==> src/rtl/core/wcfd_pkg.sv <==
`default_nettype none
// ----------------------------------------------------------------------------
// wcfd_pkg
// Codes, field widths and the CRC-8 byte step of the word framer/deframer.
// ----------------------------------------------------------------------------
package wcfd_pkg;

  localparam int unsigned ActW    = 2;
  localparam int unsigned WordW   = 16;
  localparam int unsigned ByteW   = 8;
  localparam int unsigned StatusW = 2;
  localparam int unsigned InDataW  = 24;
  localparam int unsigned OutDataW = 32;

  localparam logic [ActW-1:0] ACT_CMD = 2'd0;
  localparam logic [ActW-1:0] ACT_ARG = 2'd1;
  localparam logic [ActW-1:0] ACT_RX  = 2'd2;

  localparam logic [StatusW-1:0] ST_OK      = 2'd0;
  localparam logic [StatusW-1:0] ST_BAD_CRC = 2'd1;
  localparam logic [StatusW-1:0] ST_DISCARD = 2'd2;

  localparam logic KIND_TX = 1'b0;
  localparam logic KIND_RX = 1'b1;

  localparam logic [ByteW-1:0] CRC_POLY = 8'h31;
  localparam logic [ByteW-1:0] CRC_INIT = 8'hFF;

  // one byte through CRC-8, MSB first
  function automatic logic [ByteW-1:0] crc_byte(input logic [ByteW-1:0] crc_in,
                                                input logic [ByteW-1:0] data);
    logic [ByteW-1:0] c;
    c = crc_in ^ data;
    for (int b = 0; b < ByteW; b++) begin
      if (c[ByteW-1]) begin
        c = {c[ByteW-2:0], 1'b0} ^ CRC_POLY;
      end else begin
        c = {c[ByteW-2:0], 1'b0};
      end
    end
    return c;
  endfunction

endpackage
`default_nettype wire

==> src/rtl/core/word_crc8_framer_deframer.sv <==
`default_nettype none
// ----------------------------------------------------------------------------
// word_crc8_framer_deframer
// Sends command/argument words as bus bytes with CRC-8, regroups received
// bytes into words and checks their CRC.
// ----------------------------------------------------------------------------
// Order: a request is registered in the request register, and each of its
//   results is then registered in the output register.
// Throughput: one result per cycle while the output is not stalled; a command
//   gives 2 bytes, an argument 3, a received byte 1 only if it ends a word.
// Reset (rst_n low, synchronous): pipeline empty, receive position, held
//   bytes and read failure flag cleared.
module word_crc8_framer_deframer (
  input  wire logic                          clk,
  input  wire logic                          rst_n,
  input  wire logic                          in_tvalid,
  output logic                               in_tready,
  input  wire logic [wcfd_pkg::InDataW-1:0]  in_tdata,   // data_word[15:0], rx_byte[23:16]
  input  wire logic [2:0]                    in_tuser,   // action[1:0], first_of_read[2]
  output logic                               out_tvalid,
  input  wire logic                          out_tready,
  output logic [wcfd_pkg::OutDataW-1:0]      out_tdata,  // tx_byte[7:0], rx_word[23:8],
                                                         // rx_status[25:24]
  output logic                               out_tuser,  // out_kind
  output logic                               out_tlast
);

  // request register
  logic                                it_valid_r, it_valid_nxt;
  logic [wcfd_pkg::ActW-1:0]           it_act_r;
  logic [wcfd_pkg::WordW-1:0]          it_word_r;
  logic [wcfd_pkg::ByteW-1:0]          it_rx_r;
  logic                                it_first_r;
  logic [wcfd_pkg::ByteW-1:0]          it_crc_r;
  logic [1:0]                          it_idx_r, it_idx_nxt;

  // receive state
  logic [1:0]                          pos_r, pos_nxt;
  logic [wcfd_pkg::ByteW-1:0]          hi_r, hi_nxt;
  logic [wcfd_pkg::ByteW-1:0]          lo_r, lo_nxt;
  logic [wcfd_pkg::ByteW-1:0]          rcrc_r, rcrc_nxt;
  logic                                fail_r, fail_nxt;

  // output register
  logic                                out_valid_r, out_valid_nxt;
  logic                                o_kind_r;
  logic [wcfd_pkg::ByteW-1:0]          o_tx_r;
  logic [wcfd_pkg::WordW-1:0]          o_word_r;
  logic [wcfd_pkg::StatusW-1:0]        o_stat_r;
  logic                                o_last_r;

  logic                                accept, out_free, emit, done;
  logic [1:0]                          pos_eff, n_res;
  logic                                r_kind, r_last;
  logic [wcfd_pkg::ByteW-1:0]          r_tx;
  logic [wcfd_pkg::StatusW-1:0]        r_stat;
  logic [wcfd_pkg::ByteW-1:0]          w_hi, w_lo;

  assign w_hi = it_word_r[15:8];
  assign w_lo = it_word_r[7:0];
  assign pos_eff = (it_first_r || pos_r == 2'd3) ? 2'd0 : pos_r;
  assign out_free = !out_valid_r || out_tready;

  always_comb begin
    case (it_act_r)
      wcfd_pkg::ACT_CMD: n_res = 2'd2;
      wcfd_pkg::ACT_ARG: n_res = 2'd3;
      wcfd_pkg::ACT_RX:  n_res = (pos_eff == 2'd2) ? 2'd1 : 2'd0;
      default:           n_res = 2'd0;
    endcase
  end

  assign emit = it_valid_r && (n_res != 2'd0) && out_free;
  assign r_last = (it_idx_r == n_res - 2'd1);
  assign done = it_valid_r && ((n_res == 2'd0) || (emit && r_last));
  assign in_tready = !it_valid_r || done;
  assign accept = in_tvalid && in_tready;

  // result selection
  always_comb begin
    r_kind = wcfd_pkg::KIND_TX;
    r_tx   = '0;
    r_stat = wcfd_pkg::ST_OK;
    if (it_act_r == wcfd_pkg::ACT_RX) begin
      r_kind = wcfd_pkg::KIND_RX;
      if (fail_r) begin
        r_stat = wcfd_pkg::ST_DISCARD;
      end else if (rcrc_r == it_rx_r) begin
        r_stat = wcfd_pkg::ST_OK;
      end else begin
        r_stat = wcfd_pkg::ST_BAD_CRC;
      end
    end else begin
      case (it_idx_r)
        2'd0:    r_tx = w_hi;
        2'd1:    r_tx = w_lo;
        default: r_tx = wcfd_pkg::crc_byte(it_crc_r, w_lo);
      endcase
    end
  end

  // request register and receive state
  always_comb begin
    it_valid_nxt = it_valid_r;
    it_idx_nxt   = it_idx_r;
    pos_nxt      = pos_r;
    hi_nxt       = hi_r;
    lo_nxt       = lo_r;
    rcrc_nxt     = rcrc_r;
    fail_nxt     = fail_r;
    if (emit && !r_last) begin
      it_idx_nxt = it_idx_r + 2'd1;
    end
    if (done) begin
      it_valid_nxt = 1'b0;
      if (it_act_r == wcfd_pkg::ACT_RX) begin
        if (it_first_r) begin
          fail_nxt = 1'b0;
        end
        case (pos_eff)
          2'd0: begin
            hi_nxt   = it_rx_r;
            rcrc_nxt = wcfd_pkg::crc_byte(wcfd_pkg::CRC_INIT, it_rx_r);
            pos_nxt  = 2'd1;
          end
          2'd1: begin
            lo_nxt   = it_rx_r;
            rcrc_nxt = wcfd_pkg::crc_byte(rcrc_r, it_rx_r);
            pos_nxt  = 2'd2;
          end
          default: begin
            pos_nxt = 2'd0;
            if (r_stat == wcfd_pkg::ST_BAD_CRC) begin
              fail_nxt = 1'b1;
            end
          end
        endcase
      end
    end
    if (accept) begin
      it_valid_nxt = 1'b1;
      it_idx_nxt   = 2'd0;
    end
  end

  assign out_valid_nxt = emit ? 1'b1 : (out_tready ? 1'b0 : out_valid_r);

  always_ff @(posedge clk) begin
    if (!rst_n) begin
      it_valid_r  <= 1'b0;
      it_idx_r    <= '0;
      pos_r       <= '0;
      hi_r        <= '0;
      lo_r        <= '0;
      rcrc_r      <= '0;
      fail_r      <= 1'b0;
      out_valid_r <= 1'b0;
    end else begin
      it_valid_r  <= it_valid_nxt;
      it_idx_r    <= it_idx_nxt;
      pos_r       <= pos_nxt;
      hi_r        <= hi_nxt;
      lo_r        <= lo_nxt;
      rcrc_r      <= rcrc_nxt;
      fail_r      <= fail_nxt;
      out_valid_r <= out_valid_nxt;
    end
  end

  always_ff @(posedge clk) begin
    if (accept) begin
      it_act_r   <= in_tuser[1:0];
      it_first_r <= in_tuser[2];
      it_word_r  <= in_tdata[15:0];
      it_rx_r    <= in_tdata[23:16];
      it_crc_r   <= wcfd_pkg::crc_byte(wcfd_pkg::CRC_INIT, in_tdata[15:8]);
    end
    if (emit) begin
      o_kind_r <= r_kind;
      o_tx_r   <= r_tx;
      o_word_r <= (r_kind == wcfd_pkg::KIND_RX) ? {hi_r, lo_r} : '0;
      o_stat_r <= r_stat;
      o_last_r <= r_last;
    end
  end

  assign out_tvalid = out_valid_r;
  assign out_tdata  = {6'd0, o_stat_r, o_word_r, o_tx_r};
  assign out_tuser  = o_kind_r;
  assign out_tlast  = o_last_r;

endmodule
`default_nettype wire
==> config.mk <==
export PLATFORM = sky130hd
export DESIGN_NAME = word_crc8_framer_deframer
export DESIGN_NICKNAME = d
export VERILOG_FILES = /design/src/rtl/core/wcfd_pkg.sv /design/src/rtl/core/word_crc8_framer_deframer.sv
export SDC_FILE = /design/constraint.sdc
export NUM_CORES = 1
export LEC_CHECK = 0
export ABC_AREA = 1
export BUFFER_PORTS_ARGS = -buffer_cell sky130_fd_sc_hd__buf_4
export CAP_MARGIN = 20
export CORE_UTILIZATION = 40
export DETAILED_ROUTE_END_ITERATION = 7
export PLACE_DENSITY = 0.69
export SYNTH_ARGS = -nofsm -noshare
export SYNTH_HDL_FRONTEND = slang
export SYNTH_SLANG_ARGS = --single-unit
export TNS_END_PERCENT = 5
==> constraint.sdc <==
create_clock -name clk -period 3.9 [get_ports clk]
set_input_delay 0.39 -clock clk [delete_from_list [all_inputs] [get_ports clk]]
set_output_delay 0.39 -clock clk [all_outputs]
set_load 0.01 [all_outputs]
Yosys cells after proc, flatten, opt, wreduce, memory -nomap -nowiden
Cells that the tools add are included.
{"block": "op_classes", "addsub": 2, "mul": 0, "div": 0, "order_cmp": 0, "eq_ne": 9, "shift": 0, "mux": 112, "bitwise_logic": 37, "reduce_logical": 28}
{"operator": "two-way mux 8 bit", "count": 63}
{"operator": "two-way mux 6 bit", "count": 32}
{"operator": "inverter 3 bit", "count": 32}
{"operator": "case mux 8 bit (2 select lines)", "count": 2}
{"operator": "inverter 8 bit", "count": 2}
{"operator": "bitwise XOR 8 bit", "count": 2}
{"operator": "two-way mux 1 bit", "count": 10}
{"operator": "AND reduction 3 bit", "count": 3}
{"operator": "equality test 2 x 1 -> 1 bit, second input constant", "count": 4}
{"operator": "equality test 8 bit", "count": 1}
{"operator": "logical NOT 2 bit", "count": 4}
{"operator": "nonzero test 2 bit", "count": 4}
{"operator": "equality test 2 bit, second input constant", "count": 3}
{"operator": "logical AND 1 bit", "count": 6}
{"operator": "two-way mux 2 bit", "count": 3}
{"operator": "case mux 2 bit (3 select lines)", "count": 1}
{"operator": "OR reduction 2 bit", "count": 3}
{"operator": "logical OR 1 bit", "count": 4}
{"operator": "case mux 2 bit (2 select lines)", "count": 1}
{"operator": "logical NOT 1 bit", "count": 3}
{"operator": "adder 2 x 1 -> 2 bit, second input constant", "count": 1}
{"operator": "equality test 2 bit", "count": 1}
{"operator": "AND reduction 2 bit", "count": 1}
{"operator": "subtractor 2 x 1 -> 2 bit, second input constant", "count": 1}
{"operator": "inverter 1 bit", "count": 1}
{"block": "totals", "register_bits": 94, "latch_bits": 0, "ram_bits": 0, "romBits": 0, "inputBits": 31, "out_inout_bits": 36, "word_cells": 207, "n_memories": 0}

Logic depth before layout (Yosys ltp)
Gate-level depths: netlist of the first run.
{"block": "logic_depth", "ltp_word": 46, "mapped_depth": 15, "depth_no_buf": 14}

Worst setup path after synthesis of the first run
No wires, ideal clock.
{"block": "synth_timing", "path_type": "register to register", "start": "register it_first_r", "end": "register it_act_r[0] in the netlist's numbering (enable)", "setup_ns": 0.390, "t_arrival_ns": 2.891, "required_time_ns": 3.510, "slack_ns": 0.620, "path_stages_with_launch": 13, "n_path_buf": 0, "period_less_slack_ns": 3.280, "cell_sequence": "edfxtp_1 > inv_1 > nand3_4 > o21bai_4 > inv_1 > ha_1 > inv_1 > nand2_1 > nor2_4 > nand3_4 > nand3_1 > nand2_1 > inv_1"}
{"block": "synth_via", "elab_chain_cells": 13, "elab_cells_between_ends": 16, "cone_classes": "add/sub (1); eq/ne (2); mux (3); reduce/logical (10)"}
{"element": "start: declaration", "line_no": "word_crc8_framer_deframer.sv:33", "text": "logic it_first_r;"}
{"element": "start signal: assignment", "line_no": "word_crc8_framer_deframer.sv:173", "text": "it_first_r <= in_tuser[2];"}
{"element": "logical OR 1 bit", "line_no": "word_crc8_framer_deframer.sv:61", "text": "assign pos_eff = (it_first_r || pos_r == 2'd3) ? 2'd0 : pos_r;"}
{"element": "two-way mux 2 bit", "line_no": "word_crc8_framer_deframer.sv:61"}
{"element": "equality test 2 bit", "line_no": "word_crc8_framer_deframer.sv:68", "text": "wcfd_pkg::ACT_RX: n_res = (pos_eff == 2'd2) ? 2'd1 : 2'd0;"}
{"element": "two-way mux 1 bit", "line_no": "word_crc8_framer_deframer.sv:68"}
{"element": "case mux 2 bit (3 select lines)", "line_no": "word_crc8_framer_deframer.sv:65", "text": "case (it_act_r)"}
{"element": "nonzero test 2 bit", "line_no": "word_crc8_framer_deframer.sv:73", "text": "assign emit = it_valid_r && (n_res != 2'd0) && out_free;"}
{"element": "logical AND 1 bit (2 in series)", "line_no": "word_crc8_framer_deframer.sv:73"}
{"element": "net emit", "line_no": "word_crc8_framer_deframer.sv:52", "text": "logic accept, out_free, emit, done;"}
{"element": "logical AND 1 bit", "line_no": "word_crc8_framer_deframer.sv:75", "text": "assign done = it_valid_r && ((n_res == 2'd0) || (emit && r_last));"}
{"element": "logical OR 1 bit", "line_no": "word_crc8_framer_deframer.sv:75"}
{"element": "logical AND 1 bit", "line_no": "word_crc8_framer_deframer.sv:75"}
{"element": "logical OR 1 bit", "line_no": "word_crc8_framer_deframer.sv:76", "text": "assign in_tready = !it_valid_r || done;"}
{"element": "net in_tready", "line_no": "word_crc8_framer_deframer.sv:17", "text": "output logic in_tready,"}
{"element": "logical AND 1 bit", "line_no": "word_crc8_framer_deframer.sv:77", "text": "assign accept = in_tvalid && in_tready;"}
{"element": "net accept", "line_no": "word_crc8_framer_deframer.sv:52"}
{"element": "end signal: assignment", "line_no": "word_crc8_framer_deframer.sv:172", "text": "it_act_r <= in_tuser[1:0];"}
{"element": "end: declaration", "line_no": "word_crc8_framer_deframer.sv:30", "text": "logic [wcfd_pkg::ActW-1:0] it_act_r;"}
The timed path passes the listed nets, and every way through them passes these cells.
A chain may end at the register's enable or synchronous reset.

Worst setup path in the final report of the first run
{"block": "layout_timing", "start": "register it_act_r[0] in the netlist's numbering", "end": "register it_word_r[0] in the netlist's numbering (enable)"}
{"block": "layout_via", "elab_chain_cells": 10, "elab_cells_between_ends": 15, "cone_classes": "add/sub (1); eq/ne (3); mux (1); reduce/logical (10)"}
{"element": "equality test 2 bit (tied with other cells)", "line_no": "word_crc8_framer_deframer.sv:65"}
{"element": "case mux 2 bit (3 select lines) (*)", "line_no": "word_crc8_framer_deframer.sv:65"}
{"element": "branches (longest 4 deep; another with subtractor 2 x 1 -> 2 bit)"}
{"element": "logical OR 1 bit (*)", "line_no": "word_crc8_framer_deframer.sv:75"}
{"element": "logical AND 1 bit (*)", "line_no": "word_crc8_framer_deframer.sv:75"}
{"element": "logical OR 1 bit (*)", "line_no": "word_crc8_framer_deframer.sv:76"}
{"element": "logical AND 1 bit (*)", "line_no": "word_crc8_framer_deframer.sv:77"}
{"element": "net accept", "line_no": "word_crc8_framer_deframer.sv:52"}
{"element": "end signal: assignment", "line_no": "word_crc8_framer_deframer.sv:174", "text": "it_word_r <= in_tdata[15:0];"}
{"element": "end: declaration", "line_no": "word_crc8_framer_deframer.sv:31", "text": "logic [wcfd_pkg::WordW-1:0] it_word_r;"}
Mark *: on every way through the listed nets, which the timed path passes.

==> qor.yml, run 1 <==
yosys_register_bits: 94
timing.setup.critical_path_class: "reg -> reg"
ys_warn_count: 0
fp.dieArea_um2: 12330
dr_total_vias: 3341
worst_path_largest_cell_delay_ns: 0.39
r2r_cells: 11
intPower_mw: 1.743
final.min_clock_period_ns: 2.614
switching_power_mw: 0.6462
area_growth_syn_to_layout_pct: 15.99
ctsResizeCount: 0
timing.critical_path.from_type: "flop"
fin_hold_ws_ns: 0.2216
violations: "DRC"
status: "finished with violations"
worst_ir_drop_vdd_mv: 0.2429
antenna_violating_nets_post_route: 0
fraction_of_the_cycle_the_final_worst_path_needs_pct: 67.02
number_of_global_route_vias_before_repair: 3280
fmax_ghz: 0.3826
power_frac_clock_pct: 34.1
holdCritStartpoint: "in_tdata[20]"
grt_pass1_wl_um: 15100
syn-cell-area_um2: 4757
chipHeight_um: 111.1
fp-row-count: 39
final_nets: 607
worst_min_path_class: "in -> reg"
finalSetupViolations: 0
critPathMostFrequentCell: "inv_1"
initial_core_utilization_pct: 41.31
ant_cells: 0
clock-root-buffer: "clkbuf_16"
num_io_pins: 67
routedLengthMet1_um: 4159
h-tree-depth: 3
route.detailed.drc: 15
power_frac_seq_pct: 48.7
ys_seq_area_share_pct: 52.81
met3WireLength_um: 516
path_cells: "inv_1 -> nand2_4 -> o21bai_4 -> inv_1 -> ha_1 -> xor2_1 -> nand3_4 -> nand3_1 -> nand2_1 -> inv_1 -> buf_4"
drv_cap: 0
hold_buffers: 0
grt_max_degree: 36
cp_slowest_cell: "buf_4"
clock_tree.buffer_depth: 2
gate_power_share_pct: 17.2
worstSkewPairLatency_ns: 0.34
cts.reportedPaths.clkPinSlew_ns: 0.06
filler_cell_count: 1106
cts-buffers-inserted: 9
drt_first_pass_iters: 6
hold_path_end: "it_rx_r[4]"
crit_arrival_ns: 2.60
synth_area_per_cell_um2: 9.148
syn-instance-count: 520
dieWidth_um: 111.1
cp_max_fo: 35
top_layer: "met4"
ys_types: 38
vias_per_cell: 4.634
p_leak_nw: 2.439
core-area_um2: 11520
detail_route_met2_wl_um: 4277
setup-tns-final_ns: 0
timing.final.hold_violations: 0
transition_time_of_the_tightest_slew_check_pin_ns: 0.7021
drive_gt1_share_pct: 16.61
grt_antenna_before_repair: 0
worstSetupEndpointType: "flop"
cellPowerDensity_nw_per_um2: 433.1
detailedRoute.firstIterationViolations: 201
timing.critical_path.required_ns: 3.88
regToRegEndpoint: "it_word_r[0]"
post-dp-hpwl_um: 6596
rsz0062_at_grt: "false"
relSlewSlack_pct: 52.94
reg2reg_slack_ns: 1.29
overflow: 0
drt-wirelength-per-cell_um: 12.64
clock_sinks: 94
finalMaxSlewViolations: 0
route.final.wire_length_um: 9115
skew_ns: 0.008421
tritoncts: "yes"
swShare_pct: 27.04
reg2reg_from: "it_act_r[0]"
post_layout_power_mw: 2.389
io_buffers: 60
grtUsageTotal_pct: 15.73
cts.repair_timing.setup_buffer_count: 0
hold_path_depth: 1
global_placer_s_final_weighted_congestion: 0.8227
## power by group through the flow
stage                     Clock [mW]  Combinational, mW  Sequential [mW]
final                          0.814              0.411             1.16
after global routing           0.876              0.463             1.17
after CTS                      0.839              0.412             1.16
after detailed placement           0              0.411             1.19
after global placement             0              0.395             1.18
after floorplan                    0              0.315             1.18
## cell usage after synthesis
cell	n	area (µm²)
nand3_1	16	80.08
buf_6	5	56.30
o21a_1	1	7.510
buf_4	9	67.56
edfxtp_1	63	1892
a21oi_1	9	45.04
nand2_4	3	33.78
buf_2	3	15.01
or2_2	1	6.260
a21oi_2	1	8.760
dfxtp_1	31	620.6
nor3_2	1	10.01
nor3_1	1	5.000
ha_1	3	37.54
inv_1	60	225.2
nand4_4	3	63.81
nand2_1	144	540.5
clkbuf_1	5	18.77
inv_4	1	6.260
a31oi_1	5	31.28
xnor2_1	25	219.0
o21ai_0	7	35.03
clkbuf_8	1	13.76
nor2_1	72	270.3
o21bai_1	1	7.510
clkbuf_2	1	5.000
or2_1	1	6.260
xor2_1	30	262.8
nor2_4	1	11.26
nand3b_1	3	22.52
a22o_1	3	26.28
o21bai_4	1	18.77
nand2_2	3	18.77
conb_1	1	3.750
buf_1	1	3.750
xnor2_2	1	16.27
nand3_4	2	35.03
nand3_2	1	10.01
## cells by family (layout without fill, tap and decap cells)
| family | Yosys count | in the layout | synth area share (%) |
|---|---|---|---|
| xor gates and xnor gates | 56 | 56 | 10.47 |
| buffers and inverters | 86 | 139 | 8.653 |
| AOI/OAI and AO/OA | 28 | 28 | 3.788 |
| and+or+nand+nor | 252 | 252 | 23.41 |
| DFF | 94 | 94 | 52.81 |
| other | 1 | 6 | 0.07883 |
| adders and majority gates | 3 | 3 | 0.7891 |
## how the worst max path moves through the flow
stage                      from            to  slack, ns  cells after the start
floorplan            it_first_r   it_act_r[0]       0.62                     12
global placement    it_act_r[0]  it_word_r[5]       1.34                     11
detailed placement  it_act_r[0]   it_crc_r[0]       1.27                     11
CTS                 it_act_r[0]   it_crc_r[3]       1.25                     11
global route        it_act_r[0]  it_word_r[0]        1.0                     11
finish              it_act_r[0]  it_word_r[0]       1.29                     11
## layout make-up
cell class / instances / area [µm²] / share of cell area (%)
clock buffers: 11 / 242.7 / 4.399
inverters: 61 / 231.5 / 4.195
clock inverters: 5 / 35.03 / 0.6349
flip-flops and latches: 94 / 2512 / 45.53
repair buffers: 62 / 465.4 / 8.435
multi-input cells: 345 / 1852 / 33.56
well taps: 143 / 178.9 / 3.243
## registers in the layout, summed over array words and instances (netlist names), 2 cells and up
signal	flops
rcrc_r	8
it_word_r	16
it_crc_r	8
it_rx_r	8
hi_r	8
pos_r	2
o_tx_r	8
lo_r	8
it_act_r	2
it_idx_r	2
o_stat_r	2
o_word_r	16
## through the flow
| step | area, µm² | utilization, % | std cells | worst slack (ns) |
|---|---|---|---|---|
| final | 5518 | 47.91 | 721 | 1.286 |
| after global routing | 5518 | 47.91 | 721 | 0.9976 |
| after CTS | 5518 | 47.91 | 721 | 1.247 |
| after detailed placement | 5240 | 45.50 | 705 | 1.265 |
| after global placement | 5240 | 45.50 | 705 | 1.341 |
| after floorplan | 4776 | - | 525 | 0.6199 |
## cells in the final DEF (no fill, tap or decap), types with 2 or more instances in the layout
master       n
a31oi_1      5
ha_1         3
o21ai_0      7
clkbuf_16    9
dfxtp_1     31
clkinv_2     2
a21oi_1      9
nand3_1     16
inv_1       60
xnor2_1     25
nand2_4      3
nand2_2      3
conb_1       6
nor2_1      72
xor2_1      30
nand3b_1     3
nand2_1    144
edfxtp_1    63
nand4_4      3
a22o_1       3
nand3_4      2
buf_4       62
## per-layer routing
metal	GRT usage [%]	vias up
li1	-	1723
met1	20.04	1518
met2	25.83	87
met3	3.663	13
met4	6.396	0
met5	0	-
## critical path, delay by kind of cell, from the launching register on
kind	cells	cell delay, ns
flip-flops	1	0.35
AND/OR/NAND/NOR	4	0.52
buffers and inverters	4	0.62
XOR/XNOR	1	0.27
adder cells (fa/ha/maj)	1	0.30
AO/OA/AOI/OAI	1	0.19
(Power assumes the default switching activity.)
==> inputs of run 2 (changes only) <==
--- a/config.mk
+++ b/config.mk
@@ -10,7 +10,7 @@
 export CAP_MARGIN = 20
 export CORE_UTILIZATION = 40
 export DETAILED_ROUTE_END_ITERATION = 7
-export PLACE_DENSITY = 0.69
+export PLACE_DENSITY = 0.71
 export SYNTH_ARGS = -nofsm -noshare
 export SYNTH_HDL_FRONTEND = slang
 export SYNTH_SLANG_ARGS = --single-unit
==> constraint.sdc (replaced) <==
create_clock -name clk -period 2.4 [get_ports clk]
set_input_delay 0.24 -clock clk [delete_from_list [all_inputs] [get_ports clk]]
set_output_delay 0.24 -clock clk [all_outputs]
set_load 0.01 [all_outputs]
==> run 2 against run 1 <==
  * Worst setup slack worse by 1.2 ns
  * Die area unchanged
  * Clock-buffer cell count unchanged
  * First-iteration DRC count down 11%
  * Register-to-register slack worse by 1.1 ns
  * Flip-flop and latch count unchanged
  * Sequential power up 63%
  * The run still ends with DRC left
  * Non-clock buffer count up 7
  * Utilization up 1.1 points
  * Critical path depth down 2
==> qor.yml, run 2 (synthesized netlist as in run 1, its figures left out) <==
status: "finished with violations"
violations: "DRC"
route.final.wire_length_um: 9323  # +2.3%
drt_first_pass_iters: 7  # +1
post-dp-hpwl_um: 6671  # +1.1%
layout.cells.most_common: "nand2_1"
area_growth_syn_to_layout_pct: 18.57
dr_total_vias: 3371  # +0.90%
initial_core_utilization_pct: 41.31  # unchanged
worstSetupEndpointType: "primary output"
met3WireLength_um: 544  # +5.4%
clock_tree.buffer_depth: 2  # unchanged
grt_antenna_before_repair: 0  # unchanged
worst_path_largest_cell_delay_ns: 0.42  # +0.03 ns
transition_time_of_the_tightest_slew_check_pin_ns: 0.5527  # -0.1494 ns
grt_pass1_wl_um: 15380  # +1.8%
post_layout_power_mw: 3.905  # +63%
rsz0062_at_grt: "false"
core-area_um2: 11520  # unchanged
drv_cap: 0  # unchanged
finalMaxSlewViolations: 0  # unchanged
clock_sinks: 94  # unchanged
number_of_global_route_vias_before_repair: 3259  # -0.64%
num_io_pins: 67  # unchanged
crit_arrival_ns: 2.07  # -0.53 ns
route.detailed.drc: 16  # +1
global_placer_s_final_weighted_congestion: 0.8436  # +2.5%
cts-buffers-inserted: 9  # unchanged
io_buffers: 60  # unchanged
drive_gt1_share_pct: 18.97  # +2.4 points
detailedRoute.firstIterationViolations: 178  # -11%
fp.dieArea_um2: 12330  # unchanged
worst_ir_drop_vdd_mv: 0.4202  # +73%
timing.critical_path.required_ns: 2.16  # -1.72 ns
r2r_cells: 11  # unchanged
vias_per_cell: 4.630  # about the same
path_cells: "inv_2 -> nand3_4 -> o21bai_4 -> inv_1 -> ha_4 -> xor2_4 -> nand3_4 -> nand3_4 -> buf_4"
largest_registers: "it_word_r: 16 flops, o_word_r: 16 flops"
mostFrequentLayoutCells: "nand2_1, nor2_1, buf_4"
routedLengthMet1_um: 4081  # -1.9%
relSlewSlack_pct: 62.89  # +10 points
chipHeight_um: 111.1  # unchanged
worstSkewPairLatency_ns: 0.34  # about the same
cp_max_fo: 4  # -89%
antenna_violating_nets_post_route: 0  # unchanged
final_nets: 614  # +1.2%
timing.final.hold_violations: 0  # unchanged
timing.setup.critical_path_class: "reg -> out"
postPlaceCellArea_um2: 5319  # +1.5%
skew_ns: 0.004868  # -0.003554 ns
top_layer: "met4"
grt_max_degree: 32  # -11%
cts.reportedPaths.clkPinSlew_ns: 0.07  # about the same
overflow: 0  # unchanged
dieWidth_um: 111.1  # unchanged
hold_buffers: 0  # unchanged
critPathMostFrequentCell: "nand3_4"
worst_min_path_class: "in -> reg"
fmax_ghz: 0.4328
drt-wirelength-per-cell_um: 12.81  # +1.3%
tritoncts: "yes"
detail_route_met2_wl_um: 4464  # +4.4%
grtUsageTotal_pct: 16.08  # +0.35 points
ant_cells: 0  # unchanged
finalSetupViolations: 0  # unchanged
fp-row-count: 39  # unchanged
p_leak_nw: 2.478  # +1.6%
final.min_clock_period_ns: 2.311
fin_area_um2: 5640  # +2.2%
worst-path-buf-inv: 3  # -1
h-tree-depth: 3  # unchanged
timing.critical_path.from_type: "flop"
fraction_of_the_cycle_the_final_worst_path_needs_pct: 96.27
cellPowerDensity_nw_per_um2: 692.3  # +60%
cp_slowest_cell: "edfxtp_1"
cp.depth: 9  # -2
clock-root-buffer: "clkbuf_16"
hold_path_depth: 1  # unchanged
worst_path_dominant_cell_family: "flip-flops"
## run 2: cell count changes in the layout (fill, tap and decap cells not counted), moves of 2 or more
cell	delta
inv_1	-3
nand2_1	-2
nand2_4	+2
buf_4	+6
## run 2: layout make-up
class / count / area, µm²
multi-input cells: 345 / 1913
flip-flops and latches: 94 / 2512
clock buffers: 11 / 232.7
inverters: 61 / 237.7
well taps: 143 / 178.9
fillers: 1073 / 5876
clock inverters: 5 / 35.03
repair buffers: 69 / 530.5
## run 2: path summary, 6_finish.rpt
| check | endpoint | slack, ns | from |
|---|---|---|---|
| setup / recovery | in_tready | 0.09 | it_first_r |
| hold / removal | it_word_r[3] | 0.07 | in_tdata[3] |
| hold reg to reg | fail_r | 0.49 | fail_r |
| setup reg to reg | it_crc_r[0] | 0.17 | it_first_r |
## run 2: where the power goes
| part | switching (mW) | internal, mW | total, mW | leakage [nW] |
|---|---|---|---|---|
| Sequential | 0.0601 | 1.83 | 1.89 | 0.854 |
| Combinational | 0.421 | 0.289 | 0.710 | 1.49 |
| Clock | 0.598 | 0.707 | 1.30 | 0.130 |
| Total | 1.08 | 2.83 | 3.90 | 2.48 |
## run 2: what timing repair did
action                     in CTS  in global routing
pin swaps                       0                  0
gates cloned                    0                  0
resized for setup               2                  2
setup endpoints to repair      20                  6
hold endpoints to repair        0                  0
buffers inserted                1                  2
## run 2: layer usage
layer | GRT usage [%] | up-vias
met5 | 0 | -
met4 | 7.297 | 0
met3 | 3.991 | 20
met2 | 26.58 | 93
met1 | 19.89 | 1524
li1 | - | 1734
## run 2: stage by stage
step	worst slack (ns)	cells	TNS [ns]	utilization [%]	hold slack (ns)
global placement	0.08868	709	0	46.19	0.4184
finish	0.08944	728	0	48.98	0.07110
global route	0.009204	728	0	48.98	0.05510
detailed placement	0.008483	709	0	46.19	0.4195
floorplan	-0.4028	525	-16.42	-	0.3389
CTS	0.005612	726	0	48.74	0.05759
==> inputs of run 3 (changes only) <==
==> constraint.sdc (replaced) <==
create_clock -name clk -period 2.1 [get_ports clk]
set_input_delay 0.21 -clock clk [delete_from_list [all_inputs] [get_ports clk]]
set_output_delay 0.21 -clock clk [all_outputs]
set_load 0.01 [all_outputs]
==> run 3 against run 2 <==
  * The run ends with DRC, setup timing left
  * Combinational power rose by 23%
  * Via count rose by 5.5%
  * Clock-buffer cell count rose by 1
  * First-iteration DRC count rose by 32%
  * Sequential share of layout area fell by 2.2 points
==> qor.yml, run 3 (synthesized netlist as in run 1, its figures left out) <==
cp_max_fo: 3  # -1
switching_power_mw: 1.253  # +16%
global_placer_s_final_weighted_congestion: 0.8447  # +0.13%
worstSkewPairLatency_ns: 0.35  # about the same
clock-root-buffer: "clkbuf_16"
timing.final.hold_violations: 0  # unchanged
rsz0062_at_grt: "true"
violations: "DRC, setup timing"
setup-tns-final_ns: -0.3357  # -0.3357 ns
ant_cells: 0  # unchanged
h-tree-depth: 3  # unchanged
route.final.wire_length_um: 9972  # +7.0%
timing.setup.critical_path_class: "reg -> out"
grt_max_degree: 32  # unchanged
hold_buffers: 0  # unchanged
dieWidth_um: 111.1  # unchanged
dr_total_vias: 3557  # +5.5%
largest_registers: "it_word_r: 16 flops, o_word_r: 16 flops"
grtUsageTotal_pct: 17.31  # +1.2 points
power_frac_seq_pct: 46.7  # -1.7 points
timing.critical_path.required_ns: 1.89  # -0.27 ns
num_io_pins: 67  # unchanged
overflow: 0  # unchanged
drive_gt1_share_pct: 22.77  # +3.8 points
reg2reg_slack_ns: -0.02  # -0.19 ns
clock_sinks: 94  # unchanged
gate_power_share_pct: 19.0  # +0.8 points
clock_tree.buffer_depth: 2  # unchanged
io_buffers: 60  # unchanged
post-dp-hpwl_um: 6713  # +0.62%
core-area_um2: 11520  # unchanged
cts-buffers-inserted: 9  # unchanged
chipHeight_um: 111.1  # unchanged
relSlewSlack_pct: 63.96  # +1.1 points
vias_per_cell: 4.749  # +2.6%
fraction_of_the_cycle_the_final_worst_path_needs_pct: 102.1
power_frac_clock_pct: 34.3  # +0.9 points
status: "finished with violations"
layout.cells.most_common: "nand2_1"
mostFrequentLayoutCells: "nand2_1, buf_4, nor2_1"
transition_time_of_the_tightest_slew_check_pin_ns: 0.5367  # -0.01603 ns
antenna_violating_nets_post_route: 0  # unchanged
worst_ir_drop_vdd_mv: 0.5980  # +42%
grt_antenna_before_repair: 0  # unchanged
dpl_worst_slack_ns: -0.1455  # -0.1540 ns
finalMaxSlewViolations: 0  # unchanged
hold_path_end: "it_word_r[5]"
p_leak_nw: 2.613  # +5.4%
critPathMostFrequentCell: "nand3_4"
holdCritStartpoint: "in_tdata[5]"
regToRegEndpoint: "rcrc_r[4]"
fp.dieArea_um2: 12330  # unchanged
worst-path-buf-inv: 3  # unchanged
worst_min_path_class: "in -> reg"
cts.reportedPaths.clkPinSlew_ns: 0.06  # about the same
final_nets: 635  # +3.4%
worst_path_largest_cell_delay_ns: 0.41  # about the same
grt_pass1_wl_um: 16400  # +6.6%
swShare_pct: 27.15  # -0.46 points
final.min_clock_period_ns: 2.144
crit_arrival_ns: 1.93  # -0.14 ns
detailedRoute.firstIterationViolations: 235  # +32%
worst_path_dominant_cell_family: "flip-flops"
postPlaceCellArea_um2: 5424  # +2.0%
route.detailed.drc: 17  # +1
skew_ns: 0.004970  # +0.0001027 ns
finalSetupViolations: 29  # +29
final_ws_setup_ns: -0.04356  # -0.1330 ns
timing.critical_path.from_type: "flop"
intPower_mw: 3.362  # +19%
path_cells: "inv_2 -> nand3_4 -> o21bai_4 -> inv_2 -> ha_4 -> xor2_4 -> nand3_4 -> nand3_4 -> buf_6"
initial_core_utilization_pct: 41.31  # unchanged
tritoncts: "yes"
area_growth_syn_to_layout_pct: 24.78
fmax_ghz: 0.4665
reg2reg_from: "it_first_r"
r2r_cells: 12  # +1
number_of_global_route_vias_before_repair: 3352  # +2.9%
drv_cap: 0  # unchanged
cellPowerDensity_nw_per_um2: 777.4  # +12%
worstSetupEndpointType: "primary output"
hold_path_depth: 1  # unchanged
cp_slowest_cell: "edfxtp_1"
drt_first_pass_iters: 7  # unchanged
fp-row-count: 39  # unchanged
fin_area_um2: 5936  # +5.2%
drt-wirelength-per-cell_um: 13.31  # +4.0%
-- run 3: cell count changes in the layout (fill, tap and decap cells not counted), sizes merged --
cell / delta
nand2: +1
clkbuf: +1
buf: +15
clkinv: +1
inv: -2
nand4: +5
-- run 3: final cells by class --
type,count,area (µm²)
clock buffer,12,267.8
clock inverter,4,30.03
fill,1022,5580
inverter,61,237.7
multi-input combinational,351,2051
sequential,94,2512
tap,143,178.9
timing repair buffer,84,658.1
-- run 3: power by group through the flow --
stage	logic, mW	clock network (mW)	registers [mW]
global placement	0.783	0	2.19
detailed placement	0.811	0	2.19
CTS	0.853	1.63	2.15
finish	0.875	1.58	2.16
floorplan	0.596	0	2.18
global route	0.967	1.71	2.16
-- run 3: worst register-to-register path, delay by kind of cell (launching register included) --
kind | cells | cell delay [ns]
buf+inv | 3 | 0.32
simple gates | 5 | 0.51
fa+ha+maj | 1 | 0.29
xor+xnor | 1 | 0.18
flops | 1 | 0.41
compound gates | 2 | 0.31
-- run 3: metrics by stage --
step	std cells	power (mW)	hold slack, ns	utilization (%)
2_1_floorplan	525	2.778	0.3089	-
3_3_place_gp	723	2.973	0.3885	47.10
3_5_place_dp	723	3.005	0.3892	47.10
4_1_cts	745	4.633	0.01895	50.88
5_1_grt	749	4.836	0.01728	51.54
6_report	749	4.615	0.03176	51.54
-- run 3: what timing repair did --
item,4_1_cts,5_1_grt
gates resized for setup,12,7
pin swaps,9,8
setup buffers,4,1
gates cloned,3,3
endpoints found under the setup margin,62,64
-- run 3: worst max path at each step --
stage                            from             to  depth (start not counted)
after floorplan            it_first_r    it_act_r[0]                         12
after global placement    it_act_r[1]   it_word_r[0]                         10
after detailed placement   it_first_r  it_word_r[13]                         11
after CTS                 it_act_r[1]      rcrc_r[4]                         12
after global routing       it_first_r      rcrc_r[4]                         12
final                      it_first_r      in_tready                          9
-- run 3: layer usage --
| layer | wire, µm | track usage (%) | part of all wire, % |
|---|---|---|---|
| met3 | 691 | 4.975 | 6.9 |
| met1 | 4216 | 21.39 | 42 |
| met2 | 4836 | 28.09 | 48 |
| met4 | 228 | 7.838 | 2.3 |
| met5 | 0 | 0 | 0 |
